<file path="config.mk">
export PLATFORM = sky130hd
export DESIGN_NAME = uart_tx_buffered_bitbang
export DESIGN_NICKNAME = d
export VERILOG_FILES = /design/src/utxbb_pkg.sv /design/src/utxbb_ram.sv /design/src/utxbb_ctrl.sv /design/src/utxbb_dpath.sv /design/src/uart_tx_buffered_bitbang.sv
export VERILOG_INCLUDE_DIRS = /design/src /design/src/src
export SDC_FILE = /design/constraint.sdc
export NUM_CORES = 1
export LEC_CHECK = 0
export ABC_CLOCK_PERIOD_IN_PS = 6500
export BUFFER_PORTS_ARGS = -buffer_cell sky130_fd_sc_hd__buf_4
export CAP_MARGIN = 15
export CORE_MARGIN = 2
export CORE_UTILIZATION = 40
export DETAILED_ROUTE_END_ITERATION = 10
export PLACE_DENSITY = 0.61
export SLEW_MARGIN = 20
export SYNTH_ARGS = -nofsm -noshare
export SYNTH_HDL_FRONTEND = slang
export SYNTH_HIERARCHICAL = 1
export SYNTH_SLANG_ARGS = --single-unit
</file>
<file path="constraint.sdc">
create_clock -name clock -period 6.5 [get_ports clock]
set_input_delay 0.325 -clock clock [delete_from_list [all_inputs] [get_ports clock]]
set_output_delay 0.325 -clock clock [all_outputs]
set_load 0.005 [all_outputs]
</file>
<file path="src/uart_tx_buffered_bitbang_macros.svh">
// Assertion macros shared by the UART transmitter modules.
`ifndef UART_TX_BUFFERED_BITBANG_MACROS_SVH
`define UART_TX_BUFFERED_BITBANG_MACROS_SVH

// Property holds at every clock edge outside reset.
`define UTXBB_ASSERT_ALWAYS(label, prop, msg) \
   label: assert property (@(posedge clock) disable iff (reset) (prop)) else $error(msg);

// Consequent holds in the same cycle as the trigger.
`define UTXBB_ASSERT_SAME(label, trig, conseq, msg) \
   label: assert property (@(posedge clock) disable iff (reset) (trig) |-> (conseq)) \
      else $error(msg);

// Consequent holds in the cycle after the trigger.
`define UTXBB_ASSERT_NEXT(label, trig, conseq, msg) \
   label: assert property (@(posedge clock) disable iff (reset) (trig) |=> (conseq)) \
      else $error(msg);

`endif

</file>
<file path="src/utxbb_pkg.sv">
// Types and constants of the buffered UART transmitter.
package utxbb_pkg;

   localparam int BUFFER_DEPTH = 64;
   localparam int DATA_BITS    = 8;
   localparam int BYTE_W       = 8;
   localparam int ADDR_W       = (BUFFER_DEPTH > 1) ? $clog2(BUFFER_DEPTH) : 1;
   localparam int LEN_W        = $clog2(BUFFER_DEPTH + 1);
   localparam int BIT_W        = $clog2(DATA_BITS);

   typedef enum logic [1:0] {
      STATUS_OK   = 2'd0,
      STATUS_BUSY = 2'd1,
      STATUS_FULL = 2'd2
   } status_type;

   typedef enum logic [2:0] {
      TX_IDLE,
      TX_START,
      TX_DATA,
      TX_STOP,
      TX_GAP
   } tx_state_type;

   typedef enum logic [1:0] {
      LINE_LOW,
      LINE_HIGH,
      LINE_DATA
   } line_src_type;

   typedef struct packed {
      logic              mode;
      logic [BYTE_W-1:0] data_byte;
      logic              last_byte;
   } req_type;

   typedef struct packed {
      logic       tx_line;
      logic       busy_res;
      status_type status;
   } rsp_type;

   // controller -> datapath
   typedef struct packed {
      logic         out_load;
      logic         wr_en;
      logic         len_clear;
      logic         rd_en;
      logic         read_inc;
      logic         bit_clear;
      logic         bit_inc;
      logic         line_we;
      line_src_type line_src;
      status_type   status;
      logic         busy;
   } dp_cmd_type;

   // datapath -> controller
   typedef struct packed {
      logic buf_full;
      logic last_bit;
      logic last_byte_sent;
   } dp_stat_type;

endpackage

</file>
<file path="src/utxbb_ram.sv">
// Generic single-port-write, single-port-read RAM with registered read.
module utxbb_ram #(
   parameter int WIDTH = 8,
   parameter int DEPTH = 64
) (
   input  logic                                     clock,
   input  logic                                     wr_en,
   input  logic [((DEPTH > 1) ? $clog2(DEPTH) : 1)-1:0] wr_addr,
   input  logic [WIDTH-1:0]                         wr_data,
   input  logic                                     rd_en,
   input  logic [((DEPTH > 1) ? $clog2(DEPTH) : 1)-1:0] rd_addr,
   output logic [WIDTH-1:0]                         rd_data
);

   logic [WIDTH-1:0] mem_ff [DEPTH];
   logic [WIDTH-1:0] rd_data_ff;

   always_ff @(posedge clock) begin
      if (wr_en) begin
         mem_ff[wr_addr] <= wr_data;
      end
      if (rd_en) begin
         rd_data_ff <= mem_ff[rd_addr];
      end
   end

   assign rd_data = rd_data_ff;

endmodule

</file>
<file path="src/utxbb_ctrl.sv">
// Frame sequencer and beat handshake control.
`include "uart_tx_buffered_bitbang_macros.svh"

module utxbb_ctrl (
   input  logic                 clock,
   input  logic                 reset,
   input  logic                 req_valid,
   output logic                 req_ready,
   input  logic                 req_mode,
   input  logic                 req_last,
   output logic                 rsp_valid,
   input  logic                 rsp_ready,
   input  utxbb_pkg::dp_stat_type stat,
   output utxbb_pkg::dp_cmd_type  cmd
);

   utxbb_pkg::tx_state_type state_ff, state_in;
   logic rsp_valid_ff, rsp_valid_in;
   logic accept;

   assign req_ready    = !rsp_valid_ff || rsp_ready;
   assign accept       = req_valid && req_ready;
   assign rsp_valid_in = accept || (rsp_valid_ff && !rsp_ready);
   assign rsp_valid    = rsp_valid_ff;

   always_ff @(posedge clock) begin
      if (reset) begin
         state_ff     <= utxbb_pkg::TX_IDLE;
         rsp_valid_ff <= 1'b0;
      end else begin
         state_ff     <= state_in;
         rsp_valid_ff <= rsp_valid_in;
      end
   end

   always_comb begin
      state_in      = state_ff;
      cmd.out_load  = accept;
      cmd.wr_en     = 1'b0;
      cmd.len_clear = 1'b0;
      cmd.rd_en     = 1'b0;
      cmd.read_inc  = 1'b0;
      cmd.bit_clear = 1'b0;
      cmd.bit_inc   = 1'b0;
      cmd.line_we   = 1'b0;
      cmd.line_src  = utxbb_pkg::LINE_HIGH;
      cmd.status    = utxbb_pkg::STATUS_OK;
      if (accept) begin
         if (req_mode) begin
            unique case (state_ff)
               utxbb_pkg::TX_IDLE: begin
                  state_in = utxbb_pkg::TX_IDLE;
               end
               utxbb_pkg::TX_START: begin
                  // fetch this byte; data is ready for the next tick
                  cmd.line_we   = 1'b1;
                  cmd.line_src  = utxbb_pkg::LINE_LOW;
                  cmd.bit_clear = 1'b1;
                  cmd.rd_en     = 1'b1;
                  state_in      = utxbb_pkg::TX_DATA;
               end
               utxbb_pkg::TX_DATA: begin
                  cmd.line_we  = 1'b1;
                  cmd.line_src = utxbb_pkg::LINE_DATA;
                  cmd.bit_inc  = 1'b1;
                  if (stat.last_bit) begin
                     state_in = utxbb_pkg::TX_STOP;
                  end
               end
               utxbb_pkg::TX_STOP: begin
                  cmd.line_we  = 1'b1;
                  cmd.line_src = utxbb_pkg::LINE_HIGH;
                  state_in     = utxbb_pkg::TX_GAP;
               end
               utxbb_pkg::TX_GAP: begin
                  if (stat.last_byte_sent) begin
                     cmd.len_clear = 1'b1;
                     state_in      = utxbb_pkg::TX_IDLE;
                  end else begin
                     cmd.read_inc = 1'b1;
                     state_in     = utxbb_pkg::TX_START;
                  end
               end
               default: begin
                  state_in = utxbb_pkg::TX_IDLE;
               end
            endcase
         end else if (state_ff != utxbb_pkg::TX_IDLE) begin
            cmd.status = utxbb_pkg::STATUS_BUSY;
         end else begin
            if (stat.buf_full) begin
               cmd.status = utxbb_pkg::STATUS_FULL;
            end else begin
               cmd.wr_en = 1'b1;
            end
            // buffer is never empty after a load, so last always starts
            if (req_last) begin
               state_in = utxbb_pkg::TX_START;
            end
         end
      end
      cmd.busy = (state_in != utxbb_pkg::TX_IDLE);
   end

   `UTXBB_ASSERT_SAME(a_wr_only_idle, cmd.wr_en, state_ff == utxbb_pkg::TX_IDLE, "load while busy")
   `UTXBB_ASSERT_NEXT(a_start_to_data, accept && req_mode && state_ff == utxbb_pkg::TX_START, state_ff == utxbb_pkg::TX_DATA, "start bit not followed by data")
   `UTXBB_ASSERT_SAME(a_stall_holds, rsp_valid_ff && !rsp_ready, !accept, "beat taken over a held result")

endmodule

</file>
<file path="src/utxbb_dpath.sv">
// Byte buffer, counters, line level and result register.
`include "uart_tx_buffered_bitbang_macros.svh"

module utxbb_dpath (
   input  logic                             clock,
   input  logic                             reset,
   input  logic [utxbb_pkg::BYTE_W-1:0]     req_byte,
   input  utxbb_pkg::dp_cmd_type            cmd,
   output utxbb_pkg::dp_stat_type           stat,
   output utxbb_pkg::rsp_type               rsp_data
);

   logic                           line_ff, line_in;
   logic [utxbb_pkg::BIT_W-1:0]    bit_pos_ff, bit_pos_in;
   logic [utxbb_pkg::ADDR_W-1:0]   read_pos_ff, read_pos_in;
   logic [utxbb_pkg::LEN_W-1:0]    msg_len_ff, msg_len_in;
   utxbb_pkg::rsp_type             rsp_data_ff;
   logic [utxbb_pkg::BYTE_W-1:0]   rd_data;
   logic [utxbb_pkg::LEN_W:0]      read_next;

   utxbb_ram #(
      .WIDTH (utxbb_pkg::BYTE_W),
      .DEPTH (utxbb_pkg::BUFFER_DEPTH)
   ) u_ram (
      .clock   (clock),
      .wr_en   (cmd.wr_en),
      .wr_addr (msg_len_ff[utxbb_pkg::ADDR_W-1:0]),
      .wr_data (req_byte),
      .rd_en   (cmd.rd_en),
      .rd_addr (read_pos_ff),
      .rd_data (rd_data)
   );

   assign read_next = {1'b0, utxbb_pkg::LEN_W'(read_pos_ff)} + 1'b1;

   assign stat.buf_full       = (msg_len_ff == utxbb_pkg::LEN_W'(utxbb_pkg::BUFFER_DEPTH));
   assign stat.last_bit       = (bit_pos_ff == utxbb_pkg::BIT_W'(utxbb_pkg::DATA_BITS - 1));
   assign stat.last_byte_sent = (read_next >= {1'b0, msg_len_ff});

   always_comb begin
      line_in = line_ff;
      if (cmd.line_we) begin
         unique case (cmd.line_src)
            utxbb_pkg::LINE_LOW:  line_in = 1'b0;
            utxbb_pkg::LINE_HIGH: line_in = 1'b1;
            utxbb_pkg::LINE_DATA: line_in = rd_data[bit_pos_ff];
            default:              line_in = 1'b1;
         endcase
      end

      bit_pos_in = bit_pos_ff;
      if (cmd.bit_clear) begin
         bit_pos_in = '0;
      end else if (cmd.bit_inc) begin
         bit_pos_in = bit_pos_ff + 1'b1;
      end

      read_pos_in = read_pos_ff;
      msg_len_in  = msg_len_ff;
      if (cmd.len_clear) begin
         read_pos_in = '0;
         msg_len_in  = '0;
      end else begin
         if (cmd.read_inc) begin
            read_pos_in = read_pos_ff + 1'b1;
         end
         if (cmd.wr_en) begin
            msg_len_in = msg_len_ff + 1'b1;
         end
      end
   end

   always_ff @(posedge clock) begin
      if (reset) begin
         line_ff     <= 1'b1;
         bit_pos_ff  <= '0;
         read_pos_ff <= '0;
         msg_len_ff  <= '0;
      end else begin
         line_ff     <= line_in;
         bit_pos_ff  <= bit_pos_in;
         read_pos_ff <= read_pos_in;
         msg_len_ff  <= msg_len_in;
      end
   end

   always_ff @(posedge clock) begin
      if (cmd.out_load) begin
         rsp_data_ff.tx_line  <= line_in;
         rsp_data_ff.busy_res <= cmd.busy;
         rsp_data_ff.status   <= cmd.status;
      end
   end

   assign rsp_data = rsp_data_ff;

   `UTXBB_ASSERT_ALWAYS(a_len_bound, msg_len_ff <= utxbb_pkg::LEN_W'(utxbb_pkg::BUFFER_DEPTH), "length past depth")
   `UTXBB_ASSERT_SAME(a_read_in_msg, cmd.rd_en, {1'b0, utxbb_pkg::LEN_W'(read_pos_ff)} < {1'b0, msg_len_ff}, "read past message")
   `UTXBB_ASSERT_NEXT(a_len_grows, cmd.wr_en, msg_len_ff == $past(msg_len_ff) + 1'b1, "length not advanced on load")

endmodule

</file>
<file path="src/uart_tx_buffered_bitbang.sv">
// Top level of the buffered 8N1 UART transmitter.
//
//   channel | direction | handshake             | beat payload
//   --------+-----------+-----------------------+--------------------------------
//   req     | in        | req_valid / req_ready | mode, data_byte, last_byte
//   rsp     | out       | rsp_valid / rsp_ready | tx_line, busy_res, status
//
// Each req beat's result lands in the rsp register at the accepting edge, and
// the next beat can be taken in the same cycle as the result leaves. The byte
// for a frame is read from the buffer RAM on the start-bit tick, so its
// registered read is ready for the first data tick.
// Reset is synchronous, active high: line high, idle, empty buffer; RAM
// contents are not cleared. A stalled rsp holds req_ready low.
module uart_tx_buffered_bitbang (
   input  logic               clock,
   input  logic               reset,
   input  logic               req_valid,
   output logic               req_ready,
   input  utxbb_pkg::req_type req_data,
   output logic               rsp_valid,
   input  logic               rsp_ready,
   output utxbb_pkg::rsp_type rsp_data
);

   // command and status between sequencer and datapath
   utxbb_pkg::dp_cmd_type  cmd;
   utxbb_pkg::dp_stat_type stat;

   // Sequencer: frame state (start, data, stop, gap) and beat handshake.
   utxbb_ctrl u_ctrl (
      .clock     (clock),
      .reset     (reset),
      .req_valid (req_valid),
      .req_ready (req_ready),
      .req_mode  (req_data.mode),
      .req_last  (req_data.last_byte),
      .rsp_valid (rsp_valid),
      .rsp_ready (rsp_ready),
      .stat      (stat),
      .cmd       (cmd)
   );

   // Datapath: byte buffer RAM, length and read counters, bit counter,
   // line level and the rsp result register.
   utxbb_dpath u_dpath (
      .clock    (clock),
      .reset    (reset),
      .req_byte (req_data.data_byte),
      .cmd      (cmd),
      .stat     (stat),
      .rsp_data (rsp_data)
   );

endmodule

</file>
Yosys cells after proc, flatten, opt, wreduce, memory -nomap -nowiden
Memories as Yosys holds them, arrays and structs flattened. A register that Yosys moved wholly into a read port is not among the register bits. Index checks and enable logic that the tools add are counted.

$mul: 0. Reductions and logical operators: 13. Divide/modulo/power cells: 0. Equal/unequal tests: 7. Shifts and indexed selects: 0. Add/subtract/negate cells: 4. Bitwise operators: 1. Magnitude comparators: 2. Mux-type cells: 28.

Operators by type and width (count): 3-bit two-way mux (5); 1-bit two-way mux (14); 3-bit case mux with 4 select lines (1); 11-bit two-way mux (1); 3-bit case mux with 3 select lines (1); 8-bit by 7-bit >= comparator with 1-bit output (1); 8-bit two-way mux (1); 6-bit by 1-bit adder with 7-bit output, second input constant (1); 7-bit by 1-bit adder with 7-bit output, second input constant (1); 7-bit == test, second input constant (1); 6-bit by 1-bit adder with 6-bit output, second input constant (1); 3-bit by 2-bit == test with 1-bit output, second input constant (2); 3-bit == test, second input constant (2); 2-bit two-way mux (3); 3-bit nonzero test (2); 2-bit OR reduction (3); 3-bit by 4-bit less-than comparator with 1-bit output, second input constant (1); 3-bit by 1-bit adder with 3-bit output, second input constant (1); 1-bit binary-select mux with 3-bit select (1); 3-bit by 1-bit == test with 1-bit output, second input constant (1); 3-bit OR reduction (1); 2-bit == test, second input constant (1); 1-bit logical AND (2); 1-bit logical NOT (2); 4 further kinds (5).

Bits in latches: 0. Memories: 1. Bits of input ports: 14. Logic and storage cells: 66. Memory bits (writable): 512. Memory bits (read-only): 0. Bits in registers: 25.

Memory list: u_dpath.u_ram.mem_ff (depth 64, width 8, rd ports 1, clocked after Yosys merged registers in 1, wr ports 1, line utxbb_ram.sv:15) `logic [WIDTH-1:0] mem_ff [DEPTH];`.

Longest topological paths before layout
Gate-level depths: netlist of run 1.

Depth in word-level cells: 9. Mapped depth: 12.

Modules after synthesis
Netlist of run 1, hierarchy kept.

Modules (own cells, without submodules): utxbb_ram (cells each 940, times used 1, area each 20246.9 um2); utxbb_dpath (cells each 109, times used 1, area each 1109.8 um2); utxbb_ctrl (cells each 49, times used 1, area each 352.8 um2).

Least setup slack after synthesis of run 1
Ideal clock, no wire load.

Path type: register to register. Start point: register u_dpath/msg_len_ff[0] (netlist name). End point: memory u_dpath.u_ram.mem_ff[48][0], enable pin. Setup time: 383 ps. Cell stages (with the launch flop): 7. Setup slack: 3067 ps. Required time: 6117 ps. Buffers on the path: 0. Period minus slack after synthesis: 3433 ps. Arrival time: 3049 ps. Cells stage by stage: dfxtp_1 > inv_1 > ha_1 > and3_1 > nor4b_1 > nand4b_1 > nor3_1.

RTL lines: start: declaration (line utxbb_dpath.sv:16) `logic [utxbb_pkg::LEN_W-1:0] msg_len_ff, msg_len_in;`; start signal: assignment (line utxbb_dpath.sv:83) `msg_len_ff <= msg_len_in;`; end: declaration (line utxbb_ram.sv:15).

==> impl_metrics.py, run 1 <==
metrics = {
    "place": {
        "port_buffers": 19,
        "globalplace.congestion": 0.8110,
        "dpl_worst_slack_ns": 2.351,
        "hpwl_um": 27830,
    },
    "synthesis": {
        "synth_seq_cells": 545,
        "avgSynthCellArea_um2": 19.77,
        "synthFlopType": "edfxtp_1",
        "synth_fp_nets": 1124,
        "ys_seq_area_share_pct": 74.42,
        "yosysUniqueCellTypes": 56,
        "yosys_warnings": 6,
        "synth-async-reset-ratio_pct": 0,
        "synthCells": 1098,
        "synth-edff-count": 524,
        "yosys.area.top_type": "edfxtp_1",
        "synth_top_area_share_pct": 72.48,
        "synth_area_mm2": 0.02171,
        "synthTopCellsByArea": "edfxtp_1, mux4_2, dfxtp_1",
    },
    "floorplan": {
        "rows": 85,
        "dieWidth_um": 237.0,
        "core_area_mm2": 0.05371,
        "io_pins": 20,
        "initial_utilization_pct": 40.42,
        "die-area_mm2": 0.05615,
        "die-height_um": 237.0,
    },
    "layout": {
        "drive_gt1_share_pct": 22.05,
        "multi_input_area_mm2": 0.005170,
        "layout_common_cells": "edfxtp_1, mux4_2, nor2_1, clkbuf_16, mux2i_1",
        "seqCellArea_mm2": 0.01617,
        "final_common_cell": "edfxtp_1",
        "n_antenna_cell": 0,
        "syn2layout_area_growth_pct": 11.97,
        "nets": 1151,
        "nFillCells": 4430,
    },
    "sta": {
        "max_freq_mhz": 237.9,
        "finalSetupTns_ns": 0,
        "fin_worst_skew_ns": 0.03006,
        "setup_slack_ns": 2.297,
        "slew_headroom_pct": 27.57,
        "slew_viol_final": 0,
        "period_needed_ns": 4.203,
        "final-setup-viol-count": 0,
        "fin_crit_sh_pct": 64.67,
        "hold_viol_final": 0,
        "rsz0062_at_grt": "no",
        "tightest_slew_ns": 1.071,
    },
    "cts": {
        "cts_root_buf": "clkbuf_16",
        "post_cts_buffers": 0,
        "clk_pin_slew_worst_paths_ns": 0.06,
        "cts-resized-gates": 0,
        "clk_latency_ns": 0.61,
        "cts.path.max_buffers": 3,
        "cts_sinks": 545,
        "cts_hold_buf": 2,
        "h-tree-depth": 2,
        "cts_tree": "built",
        "cts_made_buffers": 55,
    },
    "worst_setup_path": {
        "end_kind": "register",
        "critPathTopFamily": "simple AND/OR/NAND/NOR gates",
        "slowest_stage": "nor2_1",
        "crit_chain": "inv_1 > ha_1 > and3_1 > nor4b_2 > nand3_1 > nor2_1",
        "crit_required_ns": 6.72,
        "arrival_ns": 4.43,
        "crit_buf_inv": 1,
        "crit_type": "register to register",
        "cp_max_fo": 14,
        "startpoint_type": "register",
        "slowest_delay_ns": 0.95,
    },
    "route": {
        "route.final.wire_length_um": 47030,
        "num_vias": 10520,
        "dr.pass1.iters": 5,
        "drc": 0,
        "drt-wirelength-per-cell_um": 25.20,
        "ant_nets": 0,
        "drt_iter0_markers": 963,
        "viasPerCell": 5.638,
    },
    "power_and_ir_drop": {
        "p_seq_share_pct": 54.1,
        "power.internal_uw": 5755,
        "powerDensity_mw_per_mm2": 293.7,
        "netSwitchingPower_uw": 1383,
        "p_comb_share_pct": 1.5,
        "leakage_uw": 0.007231,
        "clkPwrFrac_pct": 44.4,
        "peakVddDrop_mv": 0.1850,
        "switching_share_pct": 19.38,
    },
    "global_routing": {
        "grt_overflow": 0,
        "antenna_found_initial": 0,
        "grt_pass1_vias": 10650,
        "grt_pass1_wl_um": 70200,
        "grt_max_degree": 65,
        "grt_usage_pct": 16.98,
    },
    "run_status": {
        "status": "finished clean",
    },
    "worst_hold_path": {
        "min_path_type": "input pin to register",
    },
    "job": {
        "maxCapViolCount": 0,
    },
}
==> registers in the layout (all words and copies together) (netlist names) <==
register and count:
u_dpath/u_ram/mem_ff 512, u_ctrl/state_ff 3, u_dpath/msg_len_ff 7, u_dpath/bit_pos_ff 3, u_ctrl/rsp_valid 1, u_dpath/line_ff 1
u_dpath/rsp_data 4, u_dpath/read_pos_ff 6, u_dpath/u_ram/rd_data 8
==> cell families after synthesis <==
| kind of cell | Yosys count | share of synthesized area (%) |
|---|---|---|
| AO/OA/AOI/OAI | 73 | 2.455 |
| XOR/XNOR | 16 | 0.6455 |
| adder cells (fa/ha/maj) | 12 | 0.6916 |
| buffers and inverters | 69 | 1.856 |
| flip-flops | 545 | 74.42 |
| multiplexers | 170 | 15.32 |
| AND/OR/NAND/NOR | 213 | 4.611 |
==> worst paths after layout <==
kind                              start                           to  slack (ns)  cells after the start
setup / recovery  u_dpath/msg_len_ff[1]  u_dpath/u_ram/mem_ff[35][0]        2.30                      6
hold / removal              req_data[9]          u_dpath/rsp_data[0]         0.1                      2
setup reg to reg  u_dpath/msg_len_ff[1]  u_dpath/u_ram/mem_ff[35][0]        2.30                      6
hold reg to reg   u_dpath/msg_len_ff[6]        u_dpath/msg_len_ff[6]        0.56                      2
==> power by group through the flow <==
stage                     logic [µW]  clock network (µW)  registers [µW]
after floorplan                 33.7                   0            3930
after global placement           105                   0            3940
after detailed placement         108                   0            3940
after CTS                        109                3230            3860
after global routing             118                3370            3860
final                            106                3170            3860
==> synthesized netlist by cell type, types with 11 or more instances <==
master,count
ha_1,12
mux2_2,13
mux4_2,126
nand2_1,26
buf_2,11
dfxtp_1,21
nor2_1,99
nand3_1,18
mux2i_1,29
clkbuf_1,21
buf_4,16
edfxtp_1,524
nor3_1,15
nor2b_1,14
==> layout make-up <==
type                       count  area share, %
sequential                   545          66.51
multi-input combinational    484          21.27
clock buffer                  67          6.017
tap                          696          3.582
clock inverter                35          1.498
timing repair buffer          29         0.9677
inverter                      10         0.1544
==> per-stage QoR <==
step | hold slack [ns] | total power [µW] | util [%] | area [µm²] | cells
floorplan | 0.3919 | 3967 | - | 21710 | 1098
global placement | 0.5542 | 4041 | 41.82 | 22460 | 1762
detailed placement | 0.5498 | 4044 | 41.82 | 22460 | 1762
CTS | 0.07324 | 7204 | 45.26 | 24310 | 1866
global route | 0.08047 | 7347 | 45.26 | 24310 | 1866
finish | 0.09959 | 7138 | 45.26 | 24310 | 1866
==> layer usage <==
| metal | vias up | global-route usage [%] | part of all wire, % |
|---|---|---|---|
| li1 | 4540 | - | - |
| met1 | 5598 | 24.07 | 44 |
| met2 | 312 | 26.96 | 48 |
| met3 | 70 | 3.579 | 6.2 |
| met4 | 0 | 4.296 | 2.0 |
| met5 | - | 0 | 0 |
Power figures use the tool's default switching activity.
==> inputs of run 2 (changes only) <==
- ABC_CLOCK_PERIOD_IN_PS: 6500 -> 3400
- PLACE_DENSITY: 0.61 -> 0.63
- clock period: 6.5 -> 3.4 ns (I/O delays scaled with it)
==> impl_metrics.py, run 2 (synthesis gave the netlist of run 1 again) <==
metrics = {
    "sta": {
        "rsz0062_at_grt": "no",
        "whs_ns": 0.1078,
        "period_needed_ns": 3.085,
        "final-setup-viol-count": 0,
        "slew_headroom_pct": 35.48,
        "slew_viol_final": 0,
        "fin_crit_sh_pct": 90.74,
        "tightest_slew_ns": 0.9543,
        "hold_viol_final": 0,
        "fin_worst_skew_ns": 0.01443,
        "finalSetupTns_ns": 0,
        "max_freq_mhz": 324.1,
    },
    "cts": {
        "cts_tree": "built",
        "cts_root_buf": "clkbuf_16",
        "cts_sinks": 545,
        "clk_pin_slew_worst_paths_ns": 0.06,
        "cts.path.max_buffers": 3,
        "h-tree-depth": 2,
        "cts_made_buffers": 54,
        "clk_latency_ns": 0.59,
    },
    "power_and_ir_drop": {
        "p_seq_share_pct": 55.7,
        "total_power_uw": 13240,
        "peakVddDrop_mv": 0.3382,
        "switching_share_pct": 19.40,
        "powerDensity_mw_per_mm2": 533.2,
        "p_comb_share_pct": 1.6,
        "leakage_uw": 0.007637,
        "power.internal_uw": 10670,
        "netSwitchingPower_uw": 2569,
        "clkPwrFrac_pct": 42.6,
    },
    "layout": {
        "nets": 1241,
        "final_cells": 1951,
        "syn2layout_area_growth_pct": 14.39,
        "layout_common_cells": "edfxtp_1, mux4_2, buf_4, nor2_1, clkbuf_16",
        "regMostFlops": "u_dpath/u_ram/mem_ff",
        "nFillCells": 4437,
        "seqCellArea_mm2": 0.01617,
        "fin_util_pct": 46.24,
        "largest_reg_flops": 512,
        "n_antenna_cell": 0,
        "drive_gt1_share_pct": 26.77,
        "final_common_cell": "edfxtp_1",
        "multi_input_area_mm2": 0.005160,
    },
    "worst_setup_path": {
        "cp_max_fo": 65,
        "crit_type": "register to register",
        "rrSetupSlack_ns": 0.31,
        "startpoint_type": "register",
        "r2r_end": "u_dpath/u_ram/rd_data[3]",
        "slowest_delay_ns": 0.67,
        "crit_required_ns": 3.72,
        "path_depth": 6,
        "crit_chain": "buf_12 > buf_4 > mux4_2 > nor2b_1 > a2111oi_1 > o41ai_1",
        "crit_buf_inv": 2,
        "critPathTopFamily": "buffers and inverters",
        "reg2regPathDepth": 6,
        "slowest_stage": "a2111oi_1",
        "end_kind": "register",
        "arrival_ns": 3.41,
        "r2r_start": "u_dpath/read_pos_ff[0]",
        "cp-startpoint": "u_dpath/read_pos_ff[0]",
        "worstSetupEndpoint": "u_dpath/u_ram/rd_data[3]",
    },
    "route": {
        "route.final.wire_length_um": 48180,
        "drc": 0,
        "num_vias": 10980,
        "top_layer_used": "met5",
        "drt-met1-wl_um": 21120,
        "dr.pass1.iters": 5,
        "routed-wl-met2_um": 22430,
        "drt_iter0_markers": 1141,
        "drt-wirelength-per-cell_um": 24.69,
        "ant_nets": 0,
        "viasPerCell": 5.626,
        "route.met3.wl_um": 3462,
    },
    "global_routing": {
        "grt_usage_pct": 17.52,
        "grt_overflow": 0,
        "grt_pass1_vias": 10990,
        "antenna_found_initial": 1,
        "grt_pass1_wl_um": 72320,
        "grt_max_degree": 66,
    },
    "place": {
        "hpwl_um": 28970,
        "globalplace.congestion": 0.8076,
        "placed_cells": 1851,
        "port_buffers": 19,
    },
    "floorplan": {
        "initial_utilization_pct": 40.42,
        "dieWidth_um": 237.0,
        "die-height_um": 237.0,
        "die-area_mm2": 0.05615,
        "core_area_mm2": 0.05371,
        "io_pins": 20,
        "rows": 85,
    },
    "job": {
        "maxCapViolCount": 0,
    },
    "worst_hold_path": {
        "holdPathStages": 4,
        "min_path_type": "input pin to register",
    },
    "run_status": {
        "status": "finished clean",
    },
}
==> run 2: cell count changes in the layout (fill, tap and decap cells not counted), moves of 3 or more <==
cell,change
clkinv_2,+4
bufinv_16,-3
clkinv_4,-3
buf_4,+88
clkbuf_1,+3
==> run 2: final cells by class <==
class	instances	share of cell area (%)
clock buffers	67	5.724
clock inverters	29	0.9624
inverters	10	0.1512
multi-input cells	484	20.78
flip-flops and latches	545	65.11
well taps	696	3.507
repair buffers	120	3.769
==> run 2: metrics by stage <==
stage                     setup slack [ns]  area, µm²
after floorplan                     0.4767      21720
after global routing                0.1206      24830
after CTS                           0.1450      24830
after global placement              0.1306      23130
final                               0.3149      24830
after detailed placement            0.1716      23130
==> run 2: how the worst min path moves through the flow <==
stage                         end  slack [ns]         from
5_1_grt        u_ctrl/state_ff[0]        0.12  req_data[0]
3_5_place_dp   u_ctrl/state_ff[0]        0.43        reset
3_3_place_gp   u_ctrl/state_ff[0]        0.42        reset
2_1_floorplan  u_ctrl/state_ff[0]        0.24        reset
4_1_cts        u_ctrl/state_ff[0]        0.06  req_data[0]
6_report       u_ctrl/state_ff[0]        0.11  req_data[0]
==> run 2: what timing repair did <==
item / CTS / global route
hold endpoints to repair: 10 / 0
buffers inserted: 0 / 0
resized for setup: 0 / 1
hold buffers: 4 / 0
setup endpoints to repair: 0 / 1
==> run 2: power groups by stage <==
stage | Sequential [µW] | Clock [µW] | Combinational (µW)
finish | 7380 | 5650 | 217
global route | 7370 | 6070 | 240
CTS | 7380 | 5790 | 221
detailed placement | 7520 | 0 | 218
global placement | 7520 | 0 | 210
floorplan | 7520 | 0 | 65.0
==> run 2: worst register-to-register path: stages, from the launching register on <==
cell and delay [ns]:
dfxtp_4 0.36, buf_12 0.40, buf_4 0.54, mux4_2 0.55
nor2b_1 0.15, a2111oi_1 0.67, o41ai_1 0.15
==> run 2: metal layers <==
metal  GRT usage [%]  vias to the layer above
met3           3.544                       64
li1                -                     4726
met4           4.833                        2
met5               0                        -
met2           26.93                      378
met1           25.55                     5806
